`config.mk`:
```
export PLATFORM = sky130hd
export DESIGN_NAME = population_variance_unit
export DESIGN_NICKNAME = d
export VERILOG_FILES = /design/src/rtl/pvu_pkg.sv /design/src/rtl/pvu_front.sv /design/src/rtl/pvu_queue.sv /design/src/rtl/pvu_back.sv /design/src/rtl/population_variance_unit.sv
export SDC_FILE = /design/constraint.sdc
export NUM_CORES = 2
export LEC_CHECK = 0
export BUFFER_PORTS_ARGS = -buffer_cell sky130_fd_sc_hd__buf_2
export CAP_MARGIN = 20
export CELL_PAD_IN_SITES_DETAIL_PLACEMENT = 0
export CELL_PAD_IN_SITES_GLOBAL_PLACEMENT = 2
export CORE_ASPECT_RATIO = 1.5
export CORE_MARGIN = 1.5
export CORE_UTILIZATION = 35
export DETAILED_ROUTE_END_ITERATION = 6
export GPL_ROUTABILITY_DRIVEN = 1
export PLACE_DENSITY_LB_ADDON = 0.15
export REMOVE_ABC_BUFFERS = 1
export SETUP_SLACK_MARGIN = 0.02
export SYNTH_ARGS = -nofsm -noshare
export SYNTH_HDL_FRONTEND = slang
export SYNTH_HIERARCHICAL = 1
export SYNTH_SLANG_ARGS = --single-unit
```
`constraint.sdc`:
```
create_clock -name clk_i -period 7.4 [get_ports clk_i]
set_input_delay 0.37 -clock clk_i [delete_from_list [all_inputs] [get_ports clk_i]]
set_output_delay 0.37 -clock clk_i [all_outputs]
set_load 0.1 [all_outputs]
```
`src/rtl/pvu_pkg.sv`:
```
// ----------------------------------------------------------------------------
// pvu_pkg
// Shared widths and limits of the population variance unit.
// ----------------------------------------------------------------------------
package pvu_pkg;

  // Q8.8 sample and its square
  localparam int SAMPLE_W = 16;
  localparam int SQ_W     = 31;

  // Q16.16 variance result; the quotient never exceeds 2^30
  localparam int VAR_W   = 31;
  localparam int QUOT_W  = 31;
  localparam logic [VAR_W-1:0] VAR_MAX = VAR_W'(32'h4000_0000);

  // Extra bits of the sum, sum of squares and magnitude over the count width
  localparam int SUM_XW   = SAMPLE_W;
  localparam int SUMSQ_XW = 30;
  localparam int MAG_XW   = 15;

endpackage

```
`src/rtl/pvu_front.sv`:
```
// ----------------------------------------------------------------------------
// pvu_front
// Sample accumulator: sums samples and squares, counts them, flags drops and
// hands a snapshot of the run to the queue on the last beat.
// ----------------------------------------------------------------------------
module pvu_front #(
  parameter int MAX_SAMPLES = 4096,
  parameter int CNT_W       = 13,
  parameter int SUM_W       = 29,
  parameter int SUM_SQ_W    = 43
) (
  input  logic                         clk_i,
  input  logic                         rst_ni,
  input  logic                         in_valid_i,
  output logic                         in_stall_o,
  input  logic signed [pvu_pkg::SAMPLE_W-1:0] sample_i,
  input  logic                         last_i,
  input  logic                         q_full_i,
  output logic                         push_o,
  output logic signed [SUM_W-1:0]      snap_sum_o,
  output logic [SUM_SQ_W-1:0]          snap_sum_sq_o,
  output logic [CNT_W-1:0]             snap_count_o,
  output logic                         snap_drop_o
);
  import pvu_pkg::*;

  logic signed [SUM_W-1:0]      sum_q, sum_d;
  logic [SUM_SQ_W-1:0]          sum_sq_q, sum_sq_d;
  logic [CNT_W-1:0]             count_q, count_d;
  logic                         drop_q, drop_d;
  logic signed [2*SAMPLE_W-1:0] prod;
  logic [SQ_W-1:0]              sq;
  logic                         accept;
  logic                         room;

  // Hold every beat while the queue has no slot for a snapshot
  assign in_stall_o = q_full_i;
  assign accept     = in_valid_i & ~q_full_i;
  assign room       = count_q < CNT_W'(MAX_SAMPLES);

  assign prod = sample_i * sample_i;
  assign sq   = prod[SQ_W-1:0];

  always_comb begin
    sum_d    = sum_q;
    sum_sq_d = sum_sq_q;
    count_d  = count_q;
    drop_d   = drop_q;
    if (room) begin
      sum_d    = sum_q + SUM_W'(sample_i);
      sum_sq_d = sum_sq_q + SUM_SQ_W'(sq);
      count_d  = count_q + CNT_W'(1);
    end else begin
      drop_d   = 1'b1;
    end
  end

  always_ff @(posedge clk_i or negedge rst_ni) begin
    if (!rst_ni) begin
      sum_q    <= '0;
      sum_sq_q <= '0;
      count_q  <= '0;
      drop_q   <= 1'b0;
    end else if (accept) begin
      if (last_i) begin
        // clear for the next run
        sum_q    <= '0;
        sum_sq_q <= '0;
        count_q  <= '0;
        drop_q   <= 1'b0;
      end else begin
        sum_q    <= sum_d;
        sum_sq_q <= sum_sq_d;
        count_q  <= count_d;
        drop_q   <= drop_d;
      end
    end
  end

  assign push_o        = accept & last_i;
  assign snap_sum_o    = sum_d;
  assign snap_sum_sq_o = sum_sq_d;
  assign snap_count_o  = count_d;
  assign snap_drop_o   = drop_d;

endmodule

```
`src/rtl/pvu_queue.sv`:
```
// ----------------------------------------------------------------------------
// pvu_queue
// Two-entry FIFO of run snapshots between the accumulator and the divider.
// ----------------------------------------------------------------------------
module pvu_queue #(
  parameter int DATA_W = 86
) (
  input  logic              clk_i,
  input  logic              rst_ni,
  input  logic              push_i,
  input  logic [DATA_W-1:0] data_i,
  output logic              full_o,
  input  logic              pop_i,
  output logic              valid_o,
  output logic [DATA_W-1:0] data_o
);
  import pvu_pkg::*;

  logic [DATA_W-1:0] entry_q [2];
  logic              wr_ptr_q, rd_ptr_q;
  logic [1:0]        fill_q;

  assign full_o  = fill_q == 2'd2;
  assign valid_o = fill_q != 2'd0;
  assign data_o  = entry_q[rd_ptr_q];

  always_ff @(posedge clk_i or negedge rst_ni) begin
    if (!rst_ni) begin
      wr_ptr_q <= 1'b0;
      rd_ptr_q <= 1'b0;
      fill_q   <= 2'd0;
    end else begin
      if (push_i) wr_ptr_q <= ~wr_ptr_q;
      if (pop_i)  rd_ptr_q <= ~rd_ptr_q;
      if (push_i && !pop_i) begin
        fill_q <= fill_q + 2'd1;
      end else if (pop_i && !push_i) begin
        fill_q <= fill_q - 2'd1;
      end
    end
  end

  always_ff @(posedge clk_i) begin
    if (push_i) entry_q[wr_ptr_q] <= data_i;
  end

endmodule

```
`src/rtl/pvu_back.sv`:
```
// ----------------------------------------------------------------------------
// pvu_back
// Variance engine: shift-add products n*sum_sq, sum^2 and n*n, then a
// restoring divider, one bit per cycle, into the output register.
// ----------------------------------------------------------------------------
module pvu_back #(
  parameter int CNT_W    = 13,
  parameter int SUM_W    = 29,
  parameter int SUM_SQ_W = 43
) (
  input  logic                          clk_i,
  input  logic                          rst_ni,
  input  logic                          q_valid_i,
  output logic                          q_pop_o,
  input  logic signed [SUM_W-1:0]       snap_sum_i,
  input  logic [SUM_SQ_W-1:0]           snap_sum_sq_i,
  input  logic [CNT_W-1:0]              snap_count_i,
  input  logic                          snap_drop_i,
  output logic                          out_valid_o,
  input  logic                          out_stall_i,
  output logic [pvu_pkg::VAR_W-1:0]     variance_out_o,
  output logic [CNT_W-1:0]              sample_count_o,
  output logic                          overflowed_o
);
  import pvu_pkg::*;

  localparam int MAG_W   = CNT_W + MAG_XW;
  localparam int NUM_W   = 2 * CNT_W + SUMSQ_XW;
  localparam int DEN_W   = 2 * CNT_W;
  localparam int DCNT_W  = $clog2(QUOT_W);

  localparam logic [2:0] ST_IDLE  = 3'd0;
  localparam logic [2:0] ST_MUL_A = 3'd1;
  localparam logic [2:0] ST_MUL_B = 3'd2;
  localparam logic [2:0] ST_MUL_D = 3'd3;
  localparam logic [2:0] ST_DIV   = 3'd4;
  localparam logic [2:0] ST_OUT   = 3'd5;

  logic [2:0]         state_q;
  logic               out_valid_q;
  logic [DCNT_W-1:0]  div_cnt_q;

  logic [NUM_W-1:0]   acc_q, mcand_q, prod_q, num_q;
  logic [MAG_W-1:0]   mplier_q, mag_q;
  logic [CNT_W-1:0]   n_q;
  logic               drop_q;
  logic [DEN_W-1:0]   den_q, rem_q;
  logic [QUOT_W-1:0]  low_q, quot_q;
  logic [VAR_W-1:0]   var_q;
  logic [CNT_W-1:0]   cnt_out_q;
  logic               ovf_q;

  logic               mul_done;
  logic [NUM_W-1:0]   acc_step;
  logic [MAG_W-1:0]   snap_mag;
  logic [SUM_W-1:0]   snap_neg;
  logic [DEN_W:0]     trial, trial_diff;
  logic               trial_ge;
  logic               out_load;

  assign q_pop_o  = (state_q == ST_IDLE) && q_valid_i;
  assign out_load = (state_q == ST_OUT) && (!out_valid_q || !out_stall_i);

  assign snap_neg = -snap_sum_i;
  assign snap_mag = snap_sum_i[SUM_W-1] ? snap_neg[MAG_W-1:0] : snap_sum_i[MAG_W-1:0];

  assign mul_done = mplier_q == '0;
  assign acc_step = mplier_q[0] ? acc_q + mcand_q : acc_q;

  assign trial      = {rem_q, low_q[QUOT_W-1]};
  assign trial_ge   = trial >= {1'b0, den_q};
  assign trial_diff = trial - {1'b0, den_q};

  always_ff @(posedge clk_i or negedge rst_ni) begin
    if (!rst_ni) begin
      state_q     <= ST_IDLE;
      out_valid_q <= 1'b0;
    end else begin
      if (out_load) begin
        out_valid_q <= 1'b1;
      end else if (!out_stall_i) begin
        out_valid_q <= 1'b0;
      end
      unique case (state_q)
        ST_IDLE:  if (q_valid_i) state_q <= ST_MUL_A;
        ST_MUL_A: if (mul_done) state_q <= ST_MUL_B;
        ST_MUL_B: if (mul_done) state_q <= ST_MUL_D;
        ST_MUL_D: if (mul_done) state_q <= ST_DIV;
        ST_DIV:   if (div_cnt_q == '0) state_q <= ST_OUT;
        ST_OUT:   if (out_load) state_q <= ST_IDLE;
        default:  state_q <= ST_IDLE;
      endcase
    end
  end

  always_ff @(posedge clk_i) begin
    unique case (state_q)
      ST_IDLE: begin
        if (q_valid_i) begin
          acc_q    <= '0;
          mcand_q  <= NUM_W'(snap_sum_sq_i);
          mplier_q <= MAG_W'(snap_count_i);
          mag_q    <= snap_mag;
          n_q      <= snap_count_i;
          drop_q   <= snap_drop_i;
        end
      end
      ST_MUL_A, ST_MUL_B, ST_MUL_D: begin
        if (mul_done) begin
          acc_q <= '0;
          if (state_q == ST_MUL_A) begin
            prod_q   <= acc_q;
            mcand_q  <= NUM_W'(mag_q);
            mplier_q <= mag_q;
          end else if (state_q == ST_MUL_B) begin
            // clamp a negative numerator to zero
            num_q    <= (acc_q <= prod_q) ? prod_q - acc_q : '0;
            mcand_q  <= NUM_W'(n_q);
            mplier_q <= MAG_W'(n_q);
          end else begin
            den_q     <= acc_q[DEN_W-1:0];
            // upper numerator bits are already below the divisor
            rem_q     <= DEN_W'(num_q[NUM_W-1:QUOT_W]);
            low_q     <= num_q[QUOT_W-1:0];
            quot_q    <= '0;
            div_cnt_q <= DCNT_W'(QUOT_W - 1);
          end
        end else begin
          acc_q    <= acc_step;
          mcand_q  <= mcand_q << 1;
          mplier_q <= mplier_q >> 1;
        end
      end
      ST_DIV: begin
        rem_q     <= trial_ge ? trial_diff[DEN_W-1:0] : trial[DEN_W-1:0];
        quot_q    <= {quot_q[QUOT_W-2:0], trial_ge};
        low_q     <= low_q << 1;
        div_cnt_q <= div_cnt_q - DCNT_W'(1);
      end
      ST_OUT: begin
        if (out_load) begin
          var_q     <= (quot_q > VAR_MAX) ? VAR_MAX : quot_q;
          cnt_out_q <= n_q;
          ovf_q     <= drop_q;
        end
      end
      default: begin
      end
    endcase
  end

  assign out_valid_o    = out_valid_q;
  assign variance_out_o = var_q;
  assign sample_count_o = cnt_out_q;
  assign overflowed_o   = ovf_q;

endmodule

```
`src/rtl/population_variance_unit.sv`:
```
// ----------------------------------------------------------------------------
// population_variance_unit
// Population variance of runs of Q8.8 samples, Q16.16 result.
// ----------------------------------------------------------------------------
// Usage:
//   Input channel (in_valid_i / in_stall_o) carries one sample a beat with
//   last_i on the final sample of a run. The accumulator takes one beat per
//   cycle while not stalled. Beats past MAX_SAMPLES in a run are dropped
//   and flagged. Output channel (out_valid_o / out_stall_i) carries one
//   result per run: variance_out_o, sample_count_o and overflowed_o.
//   From the last beat, the result follows shift-add products bounded by
//   the bit lengths of n and |sum|, then 31 divide steps. The divider
//   handles one run at a time; a two-entry snapshot queue lets the next
//   runs accumulate meanwhile, so the input stalls only when two finished
//   runs wait for the divider.
//   A stalled output holds its result; the divider finishes the next run and
//   waits for the output register to free.
//   Reset clears the run accumulators, the queue and the output valid.
// ----------------------------------------------------------------------------
module population_variance_unit #(
  parameter int MAX_SAMPLES = 4096,
  parameter int CNT_W       = $clog2(MAX_SAMPLES + 1)
) (
  input  logic                              clk_i,
  input  logic                              rst_ni,
  input  logic                              in_valid_i,
  output logic                              in_stall_o,
  input  logic signed [pvu_pkg::SAMPLE_W-1:0] sample_i,
  input  logic                              last_i,
  output logic                              out_valid_o,
  input  logic                              out_stall_i,
  output logic [pvu_pkg::VAR_W-1:0]         variance_out_o,
  output logic [CNT_W-1:0]                  sample_count_o,
  output logic                              overflowed_o
);
  import pvu_pkg::*;

  localparam int SUM_W    = CNT_W + SUM_XW;
  localparam int SUM_SQ_W = CNT_W + SUMSQ_XW;
  localparam int SNAP_W   = 1 + CNT_W + SUM_SQ_W + SUM_W;

  logic                    push;
  logic                    q_full, q_valid, q_pop;
  logic signed [SUM_W-1:0] f_sum;
  logic [SUM_SQ_W-1:0]     f_sum_sq;
  logic [CNT_W-1:0]        f_count;
  logic                    f_drop;
  logic [SNAP_W-1:0]       q_wdata, q_rdata;
  logic signed [SUM_W-1:0] b_sum;
  logic [SUM_SQ_W-1:0]     b_sum_sq;
  logic [CNT_W-1:0]        b_count;
  logic                    b_drop;

  pvu_front #(
    .MAX_SAMPLES(MAX_SAMPLES),
    .CNT_W      (CNT_W),
    .SUM_W      (SUM_W),
    .SUM_SQ_W   (SUM_SQ_W)
  ) u_front (
    .clk_i        (clk_i),
    .rst_ni       (rst_ni),
    .in_valid_i   (in_valid_i),
    .in_stall_o   (in_stall_o),
    .sample_i     (sample_i),
    .last_i       (last_i),
    .q_full_i     (q_full),
    .push_o       (push),
    .snap_sum_o   (f_sum),
    .snap_sum_sq_o(f_sum_sq),
    .snap_count_o (f_count),
    .snap_drop_o  (f_drop)
  );

  assign q_wdata = {f_drop, f_count, f_sum_sq, f_sum};

  pvu_queue #(
    .DATA_W(SNAP_W)
  ) u_queue (
    .clk_i  (clk_i),
    .rst_ni (rst_ni),
    .push_i (push),
    .data_i (q_wdata),
    .full_o (q_full),
    .pop_i  (q_pop),
    .valid_o(q_valid),
    .data_o (q_rdata)
  );

  assign {b_drop, b_count, b_sum_sq, b_sum} = q_rdata;

  pvu_back #(
    .CNT_W   (CNT_W),
    .SUM_W   (SUM_W),
    .SUM_SQ_W(SUM_SQ_W)
  ) u_back (
    .clk_i         (clk_i),
    .rst_ni        (rst_ni),
    .q_valid_i     (q_valid),
    .q_pop_o       (q_pop),
    .snap_sum_i    (b_sum),
    .snap_sum_sq_i (b_sum_sq),
    .snap_count_i  (b_count),
    .snap_drop_i   (b_drop),
    .out_valid_o   (out_valid_o),
    .out_stall_i   (out_stall_i),
    .variance_out_o(variance_out_o),
    .sample_count_o(sample_count_o),
    .overflowed_o  (overflowed_o)
  );

  // A stalled input means two finished runs wait in the queue
  a_stall_has_work: assert property (@(posedge clk_i) disable iff (!rst_ni)
    in_stall_o |-> q_valid)
    else $error("input stalled with no run queued");

  a_count_nonzero: assert property (@(posedge clk_i) disable iff (!rst_ni)
    out_valid_o |-> sample_count_o != '0)
    else $error("result with empty run");

  a_var_range: assert property (@(posedge clk_i) disable iff (!rst_ni)
    out_valid_o |-> variance_out_o <= VAR_MAX)
    else $error("variance above range");

  a_pop_idle_only: assert property (@(posedge clk_i) disable iff (!rst_ni)
    q_pop |=> !q_pop)
    else $error("divider took two runs back to back");

endmodule

```
* Word-level counts from Yosys, hierarchy flattened
Memories as Yosys holds them, arrays and structs flattened.
Cells that the tools add are included.
** Word-level totals
- Input bits :: 21
- Memory bits (writable) :: 172
- Memories kept :: 1
- Bits in registers :: 552
- Word-level logic and storage cells :: 145
- Output and inout port bits :: 47
** Memory list
- u_queue.entry_q :: depth 2, bits a word 86, read ports 1, clocked after memory_dff 0, write ports 1, RTL line pvu_queue.sv:19 : logic [DATA_W-1:0] entry_q [2];
** Operators by class
- Reductions and logical operators :: 26
- Eq/ne operators :: 18
- Add/sub/neg operators :: 10
- Order comparisons :: 4
- Muxes and demuxes :: 53
- Bitwise operators :: 7
- Multiply operators :: 1
** Operators with widths (number)
- $mux 56 :: 7
- $pmux 56 s2 :: 2
- $mux 31 :: 6
- $mux 28 :: 5
- $pmux 31 s2 :: 2
- $mux 26 :: 4
- $mux 43 :: 2
- $mux 29 :: 2
- $add 56x56->56 :: 1
- $le 56x56->1 :: 1
- $pmux 28 s2 :: 1
- $sub 56x56->56 :: 1
- $pmux 26 s2 :: 1
- $add 43x31->43 :: 1
- $gt 31x31->1 const B :: 1
- $mul 16x16->31 :: 1
- $add 29x16->29 :: 1
- $logic_not 28->1 :: 1
- $neg 28->28 :: 1
- $ge 27x26->1 :: 1
- $mux 13 :: 2
- $sub 26x26->26 :: 1
- $mux 3 :: 6
- $pmux 3 s6 :: 1
- other kinds (30) :: 67

* Longest topological paths before layout
- Depth in word-level cells :: 8
- Depth in mapped cells :: 37
- Mapped depth without buffers :: 35

* By module
The synthesis kept the hierarchy.
** Modules (own cells, without submodules)
- pvu_back :: instances 1, cells each 2471, area an instance 25718.4 um2
- pvu_front :: instances 1, cells each 1899, area an instance 16188.0 um2
- pvu_queue :: instances 1, cells each 284, area an instance 6516.2 um2

* Least setup slack after synthesis
Ideal clock, no wire load.
- Path kind :: in2reg
- Start :: input port sample_i[2] (netlist name)
- End :: register u_front.sum_sq_q[33]
- Arrival time :: 8.204 ns
- Slack :: -0.908 ns
- Setup time :: 0.104 ns
- Path buffers :: 3
- Required time :: 7.296 ns
- Cell stages on the path :: 36
- Cells stage by stage :: clkbuf_1 clkbuf_1 nand2_1 inv_1 fa_1 inv_1 fa_1 fa_1 fa_1 inv_1 fa_1 inv_1 fa_1 inv_1 ha_1 and4_1 a221o_1 o31ai_1 and2_1 o21bai_1 a31oi_1 o21ai_1 a21o_1 a21oi_2 xnor2_1 ha_1 clkbuf_1 nand4_1 nor2_1 o211ai_2 a211oi_2 a21oi_2 o21bai_2 nand3_1 or4_1 o311ai_1
** On the way
- Cells in the longest elaborated chain, start to end :: 4
** RTL lines
- from (decl) :: RTL line population_variance_unit.sv:28 : input logic signed [pvu_pkg::SAMPLE_W-1:0] sample_i,
- $mul 16x16->31 :: RTL line pvu_front.sv:41 : assign prod = sample_i * sample_i;
- $add 43x31->43 :: RTL line pvu_front.sv:51 : sum_sq_d = sum_sq_q + SUM_SQ_W'(sq);
- $mux 43 :: RTL line pvu_front.sv:49 : if (room) begin
- $mux 43 :: RTL line pvu_front.sv:65 : if (last_i) begin
- to (signal assigned) :: RTL line pvu_front.sv:73 : sum_sq_q <= sum_sq_d;
- to (decl) :: RTL line pvu_front.sv:28 : logic [SUM_SQ_W-1:0] sum_sq_q, sum_sq_d;
Every way passes these cells.
A chain may end at the register's enable or synchronous reset.

* Worst setup path after layout
- Start :: input port sample_i[3] (netlist name)
- End :: register u_front.sum_sq_q[33]
Same word-level chain as after synthesis.

==> results.py <==
metrics = {
    "outcome": {
        "status": "completed",
    },
    "drt": {
        "dr.pass1.iters": 6,
        "vias": 34295,
        "drt_iter0_markers": 1607,
        "ant_nets": 0,
        "drt-total-wl_um": 137000,
        "viasPerCell": 5.05,
        "wl_per_cell_um": 20.1,
        "drc_errors": 0,
    },
    "layout": {
        "final_cell_mix": "630 x edfxtp_1, 491 x nand2_1, 461 x inv_1",
        "nets": 5493,
        "fin_area_mm2": 0.0566,
        "layout-drive-gt1-share_pct": 16.7,
        "final_cells": 6787,
        "utilization_pct": 41.1,
        "layout_commonest_cell": "edfxtp_1",
        "syn2layout_area_growth_pct": 16.8,
    },
    "cts": {
        "h-tree-depth": 3,
        "clk_pin_slew_ns": 0.07,
        "cts_buffers": 76,
        "cts_tree": "yes",
        "clock_latency_ns": 0.69,
        "root_buffer": "clkbuf_16",
        "clkSinkCount": 724,
        "cts_buffer_depth": 3,
    },
    "global_routing": {
        "grt_pass1_wl_um": 213000,
        "grt_max_degree": 87,
        "first_global_vias": 36705,
        "antenna_found_initial": 2,
        "grt_use_total_pct": 19.5,
        "gr-total-overflow": 0,
    },
    "setup_path": {
        "critical_path_class": "in2reg",
        "cp_top_family": "adder cells",
        "reg2regPathDepth": 12,
        "end_kind": "flip-flop",
        "required_ns": 7.94,
        "critPathBufInv": 6,
        "critPathSlowestCell": "or4_4",
        "critical_path_peak_fanout": 6,
        "cp.arrival_ns": 7.85,
        "cpMostUsedCell": "fa_1",
        "cp-start-kind": "input port",
        "cp_num_cells": 34,
        "slowest_delay_ns": 0.53,
    },
    "sta": {
        "period_minus_slack_ns": 7.31,
        "finalSetupViolCount": 0,
        "maxClockFrequency_mhz": 137,
        "maxSlewHeadroom_pct": 32.9,
        "finalCritPeriodShare_pct": 98.8,
        "finClkSkew_ns": 0.0582,
        "drv_slew": 0,
        "worst_pin_slew_ns": 1.01,
        "hold_viol": 0,
        "rsz0062_at_grt": "yes",
    },
    "floorplan": {
        "core_area_mm2": 0.138,
        "fp-row-count": 167,
        "die_h_um": 459,
        "fp.dieW_um": 307,
        "start_util_pct": 35.2,
        "die_area_mm2": 0.141,
        "ios": 68,
    },
    "synth": {
        "seq_area_frac_synth_pct": 43.9,
        "avgSynthCellArea_um2": 10.4,
        "synthCells": 4654,
        "synth_edf_count": 630,
        "synth_top_area_cell": "edfxtp_1",
        "netlist_area_mm2": 0.0484,
        "synth_flop_cell": "edfxtp_1",
        "synth_area_leaders": "edfxtp_1 39%, fa_1 9.6%, ha_1 7.4%",
        "yosys_warnings": 6,
        "netlist.area_leader.share_pct": 39.1,
        "synth_cell_types": 91,
        "synth-async-reset-ratio_pct": 13.0,
        "yosys_register_bits": 724,
    },
    "hold_path": {
        "whs_path_depth": 2,
        "min_path_type": "in2reg",
    },
    "placed_design": {
        "dp_hpwl_um": 108000,
        "place.gp.congestion": 0.869,
        "dp.cells": 6620,
        "port-buffer-count": 67,
        "placed_area_mm2": 0.0528,
    },
    "run": {
        "cap_violations": 0,
    },
}
## worst paths after layout
kind                                 startpoint                   end  slack, ns
worst max-delay path                sample_i[3]  u_front/sum_sq_q[33]       0.09
worst min-delay path                     last_i    u_front/count_q[3]       0.14
worst max register to register  u_back/acc_q[9]      u_back/acc_q[50]       2.56
worst min register to register    u_back/drop_q   u_back/overflowed_o       0.43
max in group asynchronous                rst_ni     u_back/state_q[1]       5.79
min in group asynchronous                rst_ni    u_front/count_q[1]       0.24
## layout make-up
class / instances / area, um^2
diodes: 1 / 2.50
clock buffers: 89 / 1970
clock inverters: 47 / 607
fillers: 13405 / 81100
inverters: 488 / 1830
multi-input cells: 3238 / 25300
flip-flops and latches: 724 / 21300
well taps: 1774 / 2220
repair buffers: 426 / 3340
## metrics by stage
step	TNS (ns)	hold slack, ns	setup WS (ns)
5_1_grt	-2.51	0.137	-0.214
3_3_place_gp	-67.48	0.421	-1.19
4_1_cts	0	0.115	0.0225
3_5_place_dp	-70.57	0.411	-1.26
2_1_floorplan	-58.03	0.0744	-0.587
6_report	0	0.138	0.0888
## kinds of logic after synthesis
family	Yosys count	share of synthesized area, %
buffers and inverters	692	5.47
adder cells (fa/ha/maj)	518	17.0
AND/OR/NAND/NOR	1354	12.9
XOR/XNOR	261	4.72
AO/OA/AOI/OAI	983	13.0
flip-flops	724	43.9
multiplexers	122	3.00
## layer usage
metal  track usage (%)  wire, um
met1              20.5     51700
met2              39.8     78200
met3              1.63      2640
met4              6.15      4080
met5                 0         0
## state kept, by name, summed over array words and instances, names as in the netlist, 2 cells and up
name	flops
u_back/acc_q	56
u_back/den_q	26
u_back/div_cnt_q	5
u_back/low_q	31
u_back/mag_q	28
u_back/mcand_q	56
u_back/mplier_q	28
u_back/n_q	13
u_back/num_q	56
u_back/prod_q	56
u_back/quot_q	31
u_back/rem_q	26
u_back/sample_count_o	13
u_back/state_q	3
u_back/variance_out_o	31
u_front/count_q	13
u_front/sum_q	29
u_front/sum_sq_q	43
u_queue/entry_q	172
u_queue/fill_q	2
## worst reg2reg max path: cells and delay by family (launching register included)
kind	cells	cell delay, ns
AND/OR/NAND/NOR	2	0.83
AO/OA/AOI/OAI	8	2.63
adder cells (fa/ha/maj)	1	0.45
flip-flops	1	0.49
buffers and inverters	1	0.19
## synth_stat cells, types with 13 or more instances
cell type,n
and3_1,68
xnor2_1,173
fa_1,231
nand2b_1,33
ha_1,287
nor2b_1,34
mux2_4,30
or2_2,15
a211oi_1,23
o21ai_1,28
buf_1,14
mux2i_1,26
o21bai_1,52
a21o_1,85
xor2_1,88
nand3_1,73
mux2_2,66
o211ai_1,14
a21oi_1,249
a21boi_0,13
a22o_1,53
o22ai_1,27
nand2_1,508
or3_1,14
o21a_1,38
nor4_1,32
clkbuf_1,175
nor2_1,350
inv_1,486
o31ai_1,31
nand4_1,61
o21ai_0,217
dfrtp_1,94
a31oi_1,56
nor3_1,50
edfxtp_1,630
and2_1,75
## repair_timing
item	CTS	global route
setup buffers	9	19
endpoints found under the hold margin	40	0
pin swaps	52	128
setup endpoints to repair	61	62
gates resized for setup	62	181
hold buffers	2	0
Power is not shown: default switching activity piles up to over one toggle a cycle in this logic, so the estimate is an artifact.
